<file path="src/rtl/camc_pkg.sv">
`default_nettype none

package camc_pkg;

	// Configuration register indexes
	localparam int unsigned CFG_IDX_W = 1;
	localparam logic [CFG_IDX_W-1:0] CFG_WAIT_DISARM = 1'b0;
	localparam logic [CFG_IDX_W-1:0] CFG_WAIT_EXIT   = 1'b1;

	localparam logic [7:0] WAIT_DISARM_RESET = 8'd6;
	localparam logic [7:0] WAIT_EXIT_RESET   = 8'd11;

	// Remote key button codes; the unused code counts as no press
	localparam logic [1:0] BTN_NONE  = 2'd0;
	localparam logic [1:0] BTN_OPEN  = 2'd1;
	localparam logic [1:0] BTN_CLOSE = 2'd2;

	typedef enum logic [2:0] {
		MODE_DISARMED  = 3'd0,
		MODE_DRIVER_IN = 3'd1,
		MODE_DRIVING   = 3'd2,
		MODE_STOPPED   = 3'd3,
		MODE_ARMED     = 3'd4,
		MODE_ALARM     = 3'd5
	} mode_t;

	typedef enum logic [1:0] {
		WAIT_NONE   = 2'd0,
		WAIT_DISARM = 2'd1,
		WAIT_EXIT   = 2'd2
	} wait_t;

	typedef enum logic [1:0] {
		ACT_NONE   = 2'd0,
		ACT_LOCK   = 2'd1,
		ACT_UNLOCK = 2'd2
	} act_t;

	typedef struct packed {
		logic [7:0] wait_after_disarm;
		logic [7:0] wait_after_exit;
	} cfg_t;

	typedef struct packed {
		logic [1:0] remote_button;
		logic       engine_running;
		logic       brake_pressed;
		logic       door_open;
	} item_t;

	typedef struct packed {
		mode_t      mode;
		logic [7:0] countdown;
		wait_t      wait_kind;
		logic       door_was_open;
	} state_t;

	typedef struct packed {
		act_t       lock_action;
		logic       siren_on;
		logic       chirp;
		logic [1:0] flash_count;
		mode_t      alarm_mode;
		wait_t      waiting_kind;
	} result_t;

endpackage

`default_nettype wire

</file>
<file path="src/rtl/camc_cfg.sv">
`default_nettype none

module camc_cfg
	import camc_pkg::*;
(
	input  wire logic                 clk,
	input  wire logic                 arst_n,
	input  wire logic                 cfg_wr_en,
	input  wire logic [CFG_IDX_W-1:0] cfg_index,
	input  wire logic [7:0]           cfg_data,
	output cfg_t                      cfg
);

	cfg_t cfg_q;

	// Hold the wait lengths; write one per enabled cycle
	always_ff @(posedge clk or negedge arst_n) begin
		if (!arst_n) begin
			cfg_q.wait_after_disarm <= WAIT_DISARM_RESET;
			cfg_q.wait_after_exit   <= WAIT_EXIT_RESET;
		end else if (cfg_wr_en) begin
			unique case (cfg_index)
				CFG_WAIT_DISARM: cfg_q.wait_after_disarm <= cfg_data;
				CFG_WAIT_EXIT:   cfg_q.wait_after_exit   <= cfg_data;
				default: ;
			endcase
		end
	end

	assign cfg = cfg_q;

endmodule

`default_nettype wire

</file>
<file path="src/rtl/camc_step.sv">
`default_nettype none

module camc_step
	import camc_pkg::*;
(
	input  wire cfg_t     cfg,
	input  wire state_t   state,
	input  wire item_t    item,
	output state_t  state_next,
	output result_t result
);

	logic [7:0] disarm_ld;
	logic [7:0] exit_ld;
	logic       closing;
	logic [1:0] btn;

	// A zero wait register acts as one tick
	assign disarm_ld = (cfg.wait_after_disarm == 8'd0) ? 8'd1 : cfg.wait_after_disarm;
	assign exit_ld   = (cfg.wait_after_exit == 8'd0) ? 8'd1 : cfg.wait_after_exit;
	assign closing   = state.door_was_open && !item.door_open;
	assign btn       = (item.remote_button == BTN_OPEN || item.remote_button == BTN_CLOSE) ?
	                   item.remote_button : BTN_NONE;

	always_comb begin
		mode_t      m;
		wait_t      wk;
		act_t       lock;
		logic [7:0] cd;
		logic       chirp_v;
		logic [1:0] flash;
		logic       done;
		logic       ev;

		m       = state.mode;
		wk      = state.wait_kind;
		cd      = state.countdown;
		lock    = ACT_NONE;
		chirp_v = 1'b0;
		flash   = 2'd0;
		done    = 1'b0;
		ev      = 1'b0;

		// Countdown ticks: a button cancels the wait, otherwise count and maybe arm
		if (wk == WAIT_DISARM || wk == WAIT_EXIT) begin
			if (btn != BTN_NONE) begin
				wk = WAIT_NONE;
				cd = 8'd0;
			end else begin
				done = 1'b1;
				ev   = closing || (m == MODE_ARMED && item.door_open);
				if (wk == WAIT_DISARM) begin
					if (ev) begin
						m  = MODE_DRIVER_IN;
						wk = WAIT_NONE;
						cd = 8'd0;
					end else begin
						cd = cd - 8'd1;
					end
				end else begin
					cd = ev ? (exit_ld - 8'd1) : (cd - 8'd1);
				end
				if (wk != WAIT_NONE && cd == 8'd0) begin
					wk = WAIT_NONE;
					if (m == MODE_STOPPED || m == MODE_DRIVER_IN)
						m = MODE_DISARMED;
					lock = ACT_LOCK;
					if (!item.engine_running) begin
						m       = MODE_ARMED;
						chirp_v = 1'b1;
						flash   = 2'd1;
					end
				end
			end
		end

		// Remote button
		if (!done) begin
			unique case (btn)
				BTN_OPEN: begin
					if (m == MODE_ALARM) begin
						m = MODE_ARMED;
					end else begin
						if (m == MODE_STOPPED || m == MODE_ARMED)
							m = MODE_DISARMED;
						lock = ACT_UNLOCK;
						if (!item.engine_running) begin
							chirp_v = 1'b1;
							flash   = 2'd2;
							if (m == MODE_DISARMED) begin
								done = 1'b1;
								if (closing) begin
									m = MODE_DRIVER_IN;
								end else begin
									wk = WAIT_DISARM;
									cd = disarm_ld;
								end
							end
						end
					end
				end
				BTN_CLOSE: begin
					if (m == MODE_STOPPED || m == MODE_DRIVER_IN)
						m = MODE_DISARMED;
					lock = ACT_LOCK;
					if (!item.engine_running) begin
						m       = MODE_ARMED;
						chirp_v = 1'b1;
						flash   = 2'd1;
					end
				end
				default: ;
			endcase
		end

		// Engine, then door event
		if (!done) begin
			if (item.engine_running) begin
				if (m == MODE_DRIVER_IN && item.brake_pressed) begin
					lock = ACT_LOCK;
					m    = MODE_DRIVING;
				end
				if (m == MODE_STOPPED)
					m = MODE_DRIVER_IN;
			end else if (m == MODE_DRIVING) begin
				lock = ACT_UNLOCK;
				m    = MODE_STOPPED;
			end

			ev = closing || (m == MODE_ARMED && item.door_open);
			if (ev) begin
				if (m == MODE_DRIVING)
					m = MODE_DRIVER_IN;
				if (m == MODE_STOPPED) begin
					wk = WAIT_EXIT;
					cd = exit_ld;
				end
				if (m == MODE_ARMED)
					m = MODE_ALARM;
			end
		end

		state_next.mode          = m;
		state_next.countdown     = cd;
		state_next.wait_kind     = wk;
		state_next.door_was_open = item.door_open;

		result.lock_action  = lock;
		result.siren_on     = (m == MODE_ALARM);
		result.chirp        = chirp_v;
		result.flash_count  = flash;
		result.alarm_mode   = m;
		result.waiting_kind = wk;
	end

endmodule

`default_nettype wire

</file>
<file path="src/rtl/car_alarm_mode_controller_top.sv">
// Channel   Direction  Handshake            Payload
// in        input      in_valid / in_ready  remote_button, engine_running, brake_pressed,
//                                           door_open
// out       output     out_valid/out_ready  lock_action, siren_on, chirp, flash_count,
//                                           alarm_mode, waiting_kind
// cfg       input      cfg_wr_en            cfg_index, cfg_data
//
// One item per cycle sustained while the output is taken. An accepted item sits in the
// input register, the combinational mode update logic runs on it and its result is
// loaded into the output register once that register is free or being read. Reset clears the mode
// state and loads the default wait lengths. While the output waits, one more item can
// be held in the input register; in_ready drops only when both are full.
`default_nettype none

module car_alarm_mode_controller_top
	import camc_pkg::*;
(
	input  wire logic                 clk,
	input  wire logic                 arst_n,
	input  wire logic                 in_valid,
	output logic                      in_ready,
	input  wire logic [1:0]           remote_button,
	input  wire logic                 engine_running,
	input  wire logic                 brake_pressed,
	input  wire logic                 door_open,
	output logic                      out_valid,
	input  wire logic                 out_ready,
	output logic [1:0]                lock_action,
	output logic                      siren_on,
	output logic                      chirp,
	output logic [1:0]                flash_count,
	output logic [2:0]                alarm_mode,
	output logic [1:0]                waiting_kind,
	input  wire logic                 cfg_wr_en,
	input  wire logic [CFG_IDX_W-1:0] cfg_index,
	input  wire logic [7:0]           cfg_data
);

	cfg_t    cfg;
	item_t   item_s1;
	logic    valid_s1;
	state_t  state_q;
	state_t  state_next;
	result_t result;
	result_t result_q;
	logic    out_valid_q;
	logic    advance;

	camc_cfg u_cfg (
		.clk       (clk),
		.arst_n    (arst_n),
		.cfg_wr_en (cfg_wr_en),
		.cfg_index (cfg_index),
		.cfg_data  (cfg_data),
		.cfg       (cfg)
	);

	camc_step u_step (
		.cfg        (cfg),
		.state      (state_q),
		.item       (item_s1),
		.state_next (state_next),
		.result     (result)
	);

	// Advance when the input register holds an item and the output register is free or being read
	assign advance  = valid_s1 && (!out_valid_q || out_ready);
	assign in_ready = !valid_s1 || advance;

	// Input register
	always_ff @(posedge clk or negedge arst_n) begin
		if (!arst_n) begin
			valid_s1 <= 1'b0;
		end else if (in_ready) begin
			valid_s1 <= in_valid;
		end
	end

	always_ff @(posedge clk) begin
		if (in_ready && in_valid) begin
			item_s1.remote_button  <= remote_button;
			item_s1.engine_running <= engine_running;
			item_s1.brake_pressed  <= brake_pressed;
			item_s1.door_open      <= door_open;
		end
	end

	// Mode state, updated once per item
	always_ff @(posedge clk or negedge arst_n) begin
		if (!arst_n) begin
			state_q.mode          <= MODE_DISARMED;
			state_q.countdown     <= 8'd0;
			state_q.wait_kind     <= WAIT_NONE;
			state_q.door_was_open <= 1'b0;
		end else if (advance) begin
			state_q <= state_next;
		end
	end

	// Output register
	always_ff @(posedge clk or negedge arst_n) begin
		if (!arst_n) begin
			out_valid_q <= 1'b0;
		end else if (advance) begin
			out_valid_q <= 1'b1;
		end else if (out_ready) begin
			out_valid_q <= 1'b0;
		end
	end

	always_ff @(posedge clk) begin
		if (advance) begin
			result_q <= result;
		end
	end

	assign out_valid    = out_valid_q;
	assign lock_action  = result_q.lock_action;
	assign siren_on     = result_q.siren_on;
	assign chirp        = result_q.chirp;
	assign flash_count  = result_q.flash_count;
	assign alarm_mode   = result_q.alarm_mode;
	assign waiting_kind = result_q.waiting_kind;

	// A running wait always has ticks left
	assert property (@(posedge clk) disable iff (!arst_n)
		(state_q.wait_kind != WAIT_NONE) |-> (state_q.countdown != 8'd0))
		else $error("wait active with zero countdown");

	// State moves only when an item passes to the output
	assert property (@(posedge clk) disable iff (!arst_n)
		!advance |=> $stable(state_q))
		else $error("mode state changed without an item");

	// Input stalls only when both registers are full and the output is held
	assert property (@(posedge clk) disable iff (!arst_n)
		!in_ready |-> (valid_s1 && out_valid_q && !out_ready))
		else $error("input stalled with room available");

	// A chirp always comes with a flash, and a flash always comes with a chirp
	assert property (@(posedge clk) disable iff (!arst_n)
		out_valid |-> (chirp == (flash_count != 2'd0)))
		else $error("chirp and flash disagree");

endmodule

`default_nettype wire

</file>
<file path="config.mk">
export PLATFORM = sky130hd
export DESIGN_NAME = car_alarm_mode_controller_top
export DESIGN_NICKNAME = d
export VERILOG_FILES = /design/src/rtl/camc_pkg.sv /design/src/rtl/camc_cfg.sv /design/src/rtl/camc_step.sv /design/src/rtl/car_alarm_mode_controller_top.sv
export SDC_FILE = /design/constraint.sdc
export NUM_CORES = 1
export LEC_CHECK = 0
export ABC_AREA = 1
export BUFFER_PORTS_ARGS = -buffer_cell sky130_fd_sc_hd__buf_2
export CAP_MARGIN = 10
export CORE_MARGIN = 2
export CORE_UTILIZATION = 37
export CTS_CLUSTER_DIAMETER = 50
export DETAILED_ROUTE_END_ITERATION = 10
export HOLD_SLACK_MARGIN = 0.08
export RECOVER_POWER = 25
export SETUP_SLACK_MARGIN = 0.2
export SYNTH_ARGS = -nofsm -noshare
export SYNTH_HDL_FRONTEND = slang
export SYNTH_SLANG_ARGS = --single-unit
</file>
<file path="constraint.sdc">
create_clock -name clk -period 6.6 [get_ports clk]
set_clock_uncertainty 0.05 [all_clocks]
set_input_delay 0.66 -clock clk [delete_from_list [all_inputs] [get_ports clk]]
set_output_delay 0.66 -clock clk [all_outputs]
set_load 0.005 [all_outputs]
</file>
After elaboration in Yosys (flattened, before gate mapping)
Index checks and enable logic that the tools add are counted.

cells by class
  $add $sub $neg = 2
  equal/unequal tests = 21
  muxes and demuxes = 105
  bitwise gates (word level) = 1
  reductions and logical operators = 28

operators by type and width
  operator               count
  $mux W8                18
  $mux W3                33
  $mux W2                32
  $logic_not A8 Y1       3
  $eq A3 B2 Y1 const B   6
  $eq A3 B3 Y1 const B   6
  $mux W1                18
  $sub A8 B1 Y8 const B  2
  $eq A3 B1 Y1 const B   3
  $logic_or A1 B1 Y1     9
  $pmux W2 S2            2
  $logic_and A1 B1 Y1    7
  $eq A2 B1 Y1 const B   3
  $eq A2 B2 Y1 const B   3
  $pmux W3 S2            1
  $reduce_bool A2 Y1     3
  $reduce_and A2 Y1      2
  $logic_not A1 Y1       3
  $logic_not A3 Y1       1
  $pmux W1 S2            1
  $not A1 Y1             1

storage, ports and cells
  bits in registers = 48
  input port bits = 19
  output and inout port bits = 13
  logic and storage cells = 175

Depth between registers and ports, before layout
  depth in word-level cells = 45
  depth in mapped cells = 33
  depth with buffers taken out = 33

Cells and area by module
From an unflattened synthesis, not the netlist that was laid out.

unflattened totals
  cells, all modules = 455
  area, all modules = 3373.2 µm²

modules (own cells, without submodules)
  module                         times used  cells each  area each (µm²)  seq. area each (µm²)
  camc_step                      1           298         1515.2           0.0
  car_alarm_mode_controller_top  1           87          1188.6           880.8
  camc_cfg                       1           70          669.4            406.6

Worst setup path after synthesis
No wires, ideal clock.

  path kind = register to register
  from = register u_cfg.cfg_q (netlist bit u_cfg.cfg[2])
  to = register result_q (netlist bit waiting_kind[0]), data pin
  setup time = 0.251 ns
  data arrival time = 3.153 ns
  data required time = 6.299 ns
  path slack = 3.146 ns
  stages on the path, launching flop included = 27
  path buffers = 0
  period minus slack after synthesis = 3.454 ns
  path through = dfrtp_1 nor2_2 nand2_1 nor2_2 nor2_4 ha_1 nand2_1 xor2_1 nor2_1 nor2_1 nand3_1 nor2_2 nand4_4 a21oi_4 nand2_1 nand2_2 nand2_2 nand2_1 nand2_1 nand2_1 nand2_2 nor2_2 nand2_2 o21ai_4 nand2_4 nand2_1 inv_1

RTL lines
  item                    RTL line                              source
  start: declaration      camc_cfg.sv:14                        cfg_t cfg_q;
  end signal: assignment  car_alarm_mode_controller_top.sv:113  result_q <= result;
  end: declaration        car_alarm_mode_controller_top.sv:45   result_t result_q;

==> impl_metrics.ini <==
[setup_path]
critPathRequiredTime_ns = 6.63
cp-startpoint = u_cfg.cfg[2]$_DFFE_PN0P_
critPathMaxFanout = 10
critPathArrivalTime_ns = 4.11
reg2reg_from = u_cfg.cfg[2]$_DFFE_PN0P_
path_class = register to register
start_kind = register
end_kind = register

[synthesis]
yosysWarningCount = 0
ys_async_sr_fraction_pct = 66.7
syn_area_per_cell_um2 = 7.33
synth_nets = 459
synth_common_cells = nand2_1 (113), inv_1 (69), nand3_1 (41)
synthesis.area_um2 = 3190
ys_top_cells_by_area = dfrtp_1 (21%), edfxtp_1 (15%), nand2_1 (13%), inv_1 (8.1%), nand3_1 (6.4%)
yosys.area.top_type = dfrtp_1
synth-seq-cells = 48
yosysTopAreaCellShare_pct = 21.2
syn_inst = 435
ys.flop_type = dfrtp_1
synth_most_common_cell = nand2_1
synth_cell_types = 41
synth-edff-count = 16
seq_area_frac_synth_pct = 40.4

[timing]
rsz0062_at_grt = no
hold_viol_final = 0
post-route-min-period_ns = 4.08
hold_ws_ns = 0.443
tns_ns = 0
max_freq_ghz = 0.245
timing.slew.headroom_pct = -17.3
worst_pin_slew_ns = 1.76
finalWorstSetupSlack_ns = 2.52
slew_violations = 33
setup_viol = 0
min_period_over_period_pct = 61.9

[floorplanning]
start_util_pct = 38.4
rows = 33
io_pins = 32
die_area_um2 = 9380
die_height_um = 96.8
core_area_um2 = 8300
die_x_um = 96.8

[place]
place_hpwl_um = 5890
io_buffers = 31
place_ws_ns = 2.56
routabilityCongestion = 0.946

[clock_tree]
cts_tree = done
path_clk_slew_ns = 0.09
post_cts_buffers = 0
hold_buffers = 0
cts_buffer_depth = 2
cts_resized = 0
clock_sinks = 48
clk-insertion-delay-late_ns = 0.31
cts_root_buf = clkbuf_8
numCtsBuffers = 5
htree_levels = 2

[drt]
drt_iter0_drc = 206
routed-via-count = 2837
vias_per_cell = 4.95
drc = 0
post_drt_wl_per_cell_um = 13.2
ant_nets = 0
wirelength_um = 7550
drt_pre_antenna_iters = 4

[global_routing]
grt-ovfl-total = 0
grt_max_degree = 33
grt_usage_pct = 17.0
grt_pass1_vias = 2729
grt_pass1_wl_um = 13300
antenna_found_initial = 0

[pwr]
max-vdd-ir-drop_mv = 0.125
power_density_nw_per_um2 = 362
leakage_uw = 0.00174

[layout]
area_delta_synth_final_pct = 11.2
drive_gt1_share_pct = 17.5
diodes = 0
final_net_count = 491

[run]
drv_cap = 1

[status]
status = finished, violations left
violations = max-capacitance violations, max-slew violations

[hold_path]
holdCritStartpoint = u_cfg.cfg[12]$_DFFE_PN0P_
hold_path.class = register to register
final timing paths:
check,depth (start not counted),to,slack [ns]
worst max-delay path,26,waiting_kind[0]$_DFFE_PP_,2.52
worst min-delay path,2,u_cfg.cfg[12]$_DFFE_PN0P_,0.44
worst max register to register,26,waiting_kind[0]$_DFFE_PP_,2.52
worst min register to register,2,u_cfg.cfg[12]$_DFFE_PN0P_,0.44
max in group asynchronous,1,state_q[1]$_DFFE_PN0P_,4.73
min in group asynchronous,1,u_cfg.cfg[14]$_DFFE_PN0P_,0.75
critical path: stages, from the launching register on:
cell and delay, ns:
dfrtp_1 0.49, nor2_2 0.19, nand2_1 0.09, nor2_2 0.16
nor2_4 0.06, ha_1 0.26, nand2_1 0.10, xor2_1 0.17
nor2_1 0.06, nor2_1 0.12, nand3_1 0.11, nor2_2 0.20
nand4_4 0.16, o21ai_1 0.20, nand2_1 0.11, nand2_2 0.10
nand2_2 0.09, nand2_1 0.08, nand2_1 0.04, nand2_1 0.10
nand2_2 0.11, nor2_2 0.11, nand2_2 0.09, o21ai_4 0.28
nand2_4 0.16, nand2_1 0.11, inv_1 0.04
power breakdown:
| group | internal, uW | switching, uW | total (uW) |
|---|---|---|---|
| Combinational | 220 | 436 | 656 |
| Clock | 85.3 | 107 | 192 |
| Sequential | 384 | 50.3 | 434 |
| Total | 689 | 593 | 1280 |
final cells by class:
class                   count  area [um^2]
fillers                   849         4750
multi-input cells         304         1580
clock inverters             2         13.8
inverters                  77          294
well taps                 105          131
repair buffers             31          154
clock buffers               6         82.6
flip-flops and latches     48         1290
flip-flops by register name, indices dropped and copies added, names as in the netlist:
register      flops
u_cfg.cfg        16
state_q          14
item_s1           5
alarm_mode        3
flash_count       2
lock_action       2
waiting_kind      2
chirp             1
out_valid         1
siren_on          1
valid_s1          1
cell usage in the layout (no fill, tap or decap), types with 3 or more instances in the layout:
cell      synthesis  layout
nand3_1          41      41
o21ai_1          13      13
o21ai_0          31      31
nand2_4           3       3
nor2_1           27      27
ha_1              5       5
nor3_1            4       4
nor2_2            4       4
nand2_1         113     113
nor2_4            5       5
a22oi_1           3       3
nand2_2          10      10
nand4_1           8       8
inv_1            69      69
edfxtp_1         16      16
inv_2             4       4
clkbuf_8          0       6
a21oi_1          13      13
dfrtp_1          27      27
buf_2             1      30
dfstp_2           5       5
inv_4             2       3
nand3_2           3       3
metal layers:
| layer | track usage, % | vias up | part of all wire [%] |
|---|---|---|---|
| li1 | - | 1470 | - |
| met1 | 25.2 | 1284 | 48 |
| met2 | 26.0 | 72 | 45 |
| met3 | 2.02 | 11 | 5.2 |
| met4 | 5.31 | 0 | 1.9 |
| met5 | 0 | - | 0 |
cell families after synthesis:
logic type	share of synthesized area (%)
DFF	40.4
and+or+nand+nor	34.4
buffers and inverters	9.96
xor gates and xnor gates	0.824
adders and majority gates	1.96
AOI/OAI and AO/OA	12.5
per-stage QoR:
step	instances	total power (uW)	area, um^2	util [%]
2_1_floorplan	435	937	3190	-
3_3_place_gp	565	1090	3450	41.6
3_5_place_dp	565	1090	3450	41.6
4_1_cts	573	1290	3550	42.8
5_1_grt	573	1400	3550	42.7
6_report	573	1280	3550	42.7
Power figures use the tool's default switching activity.
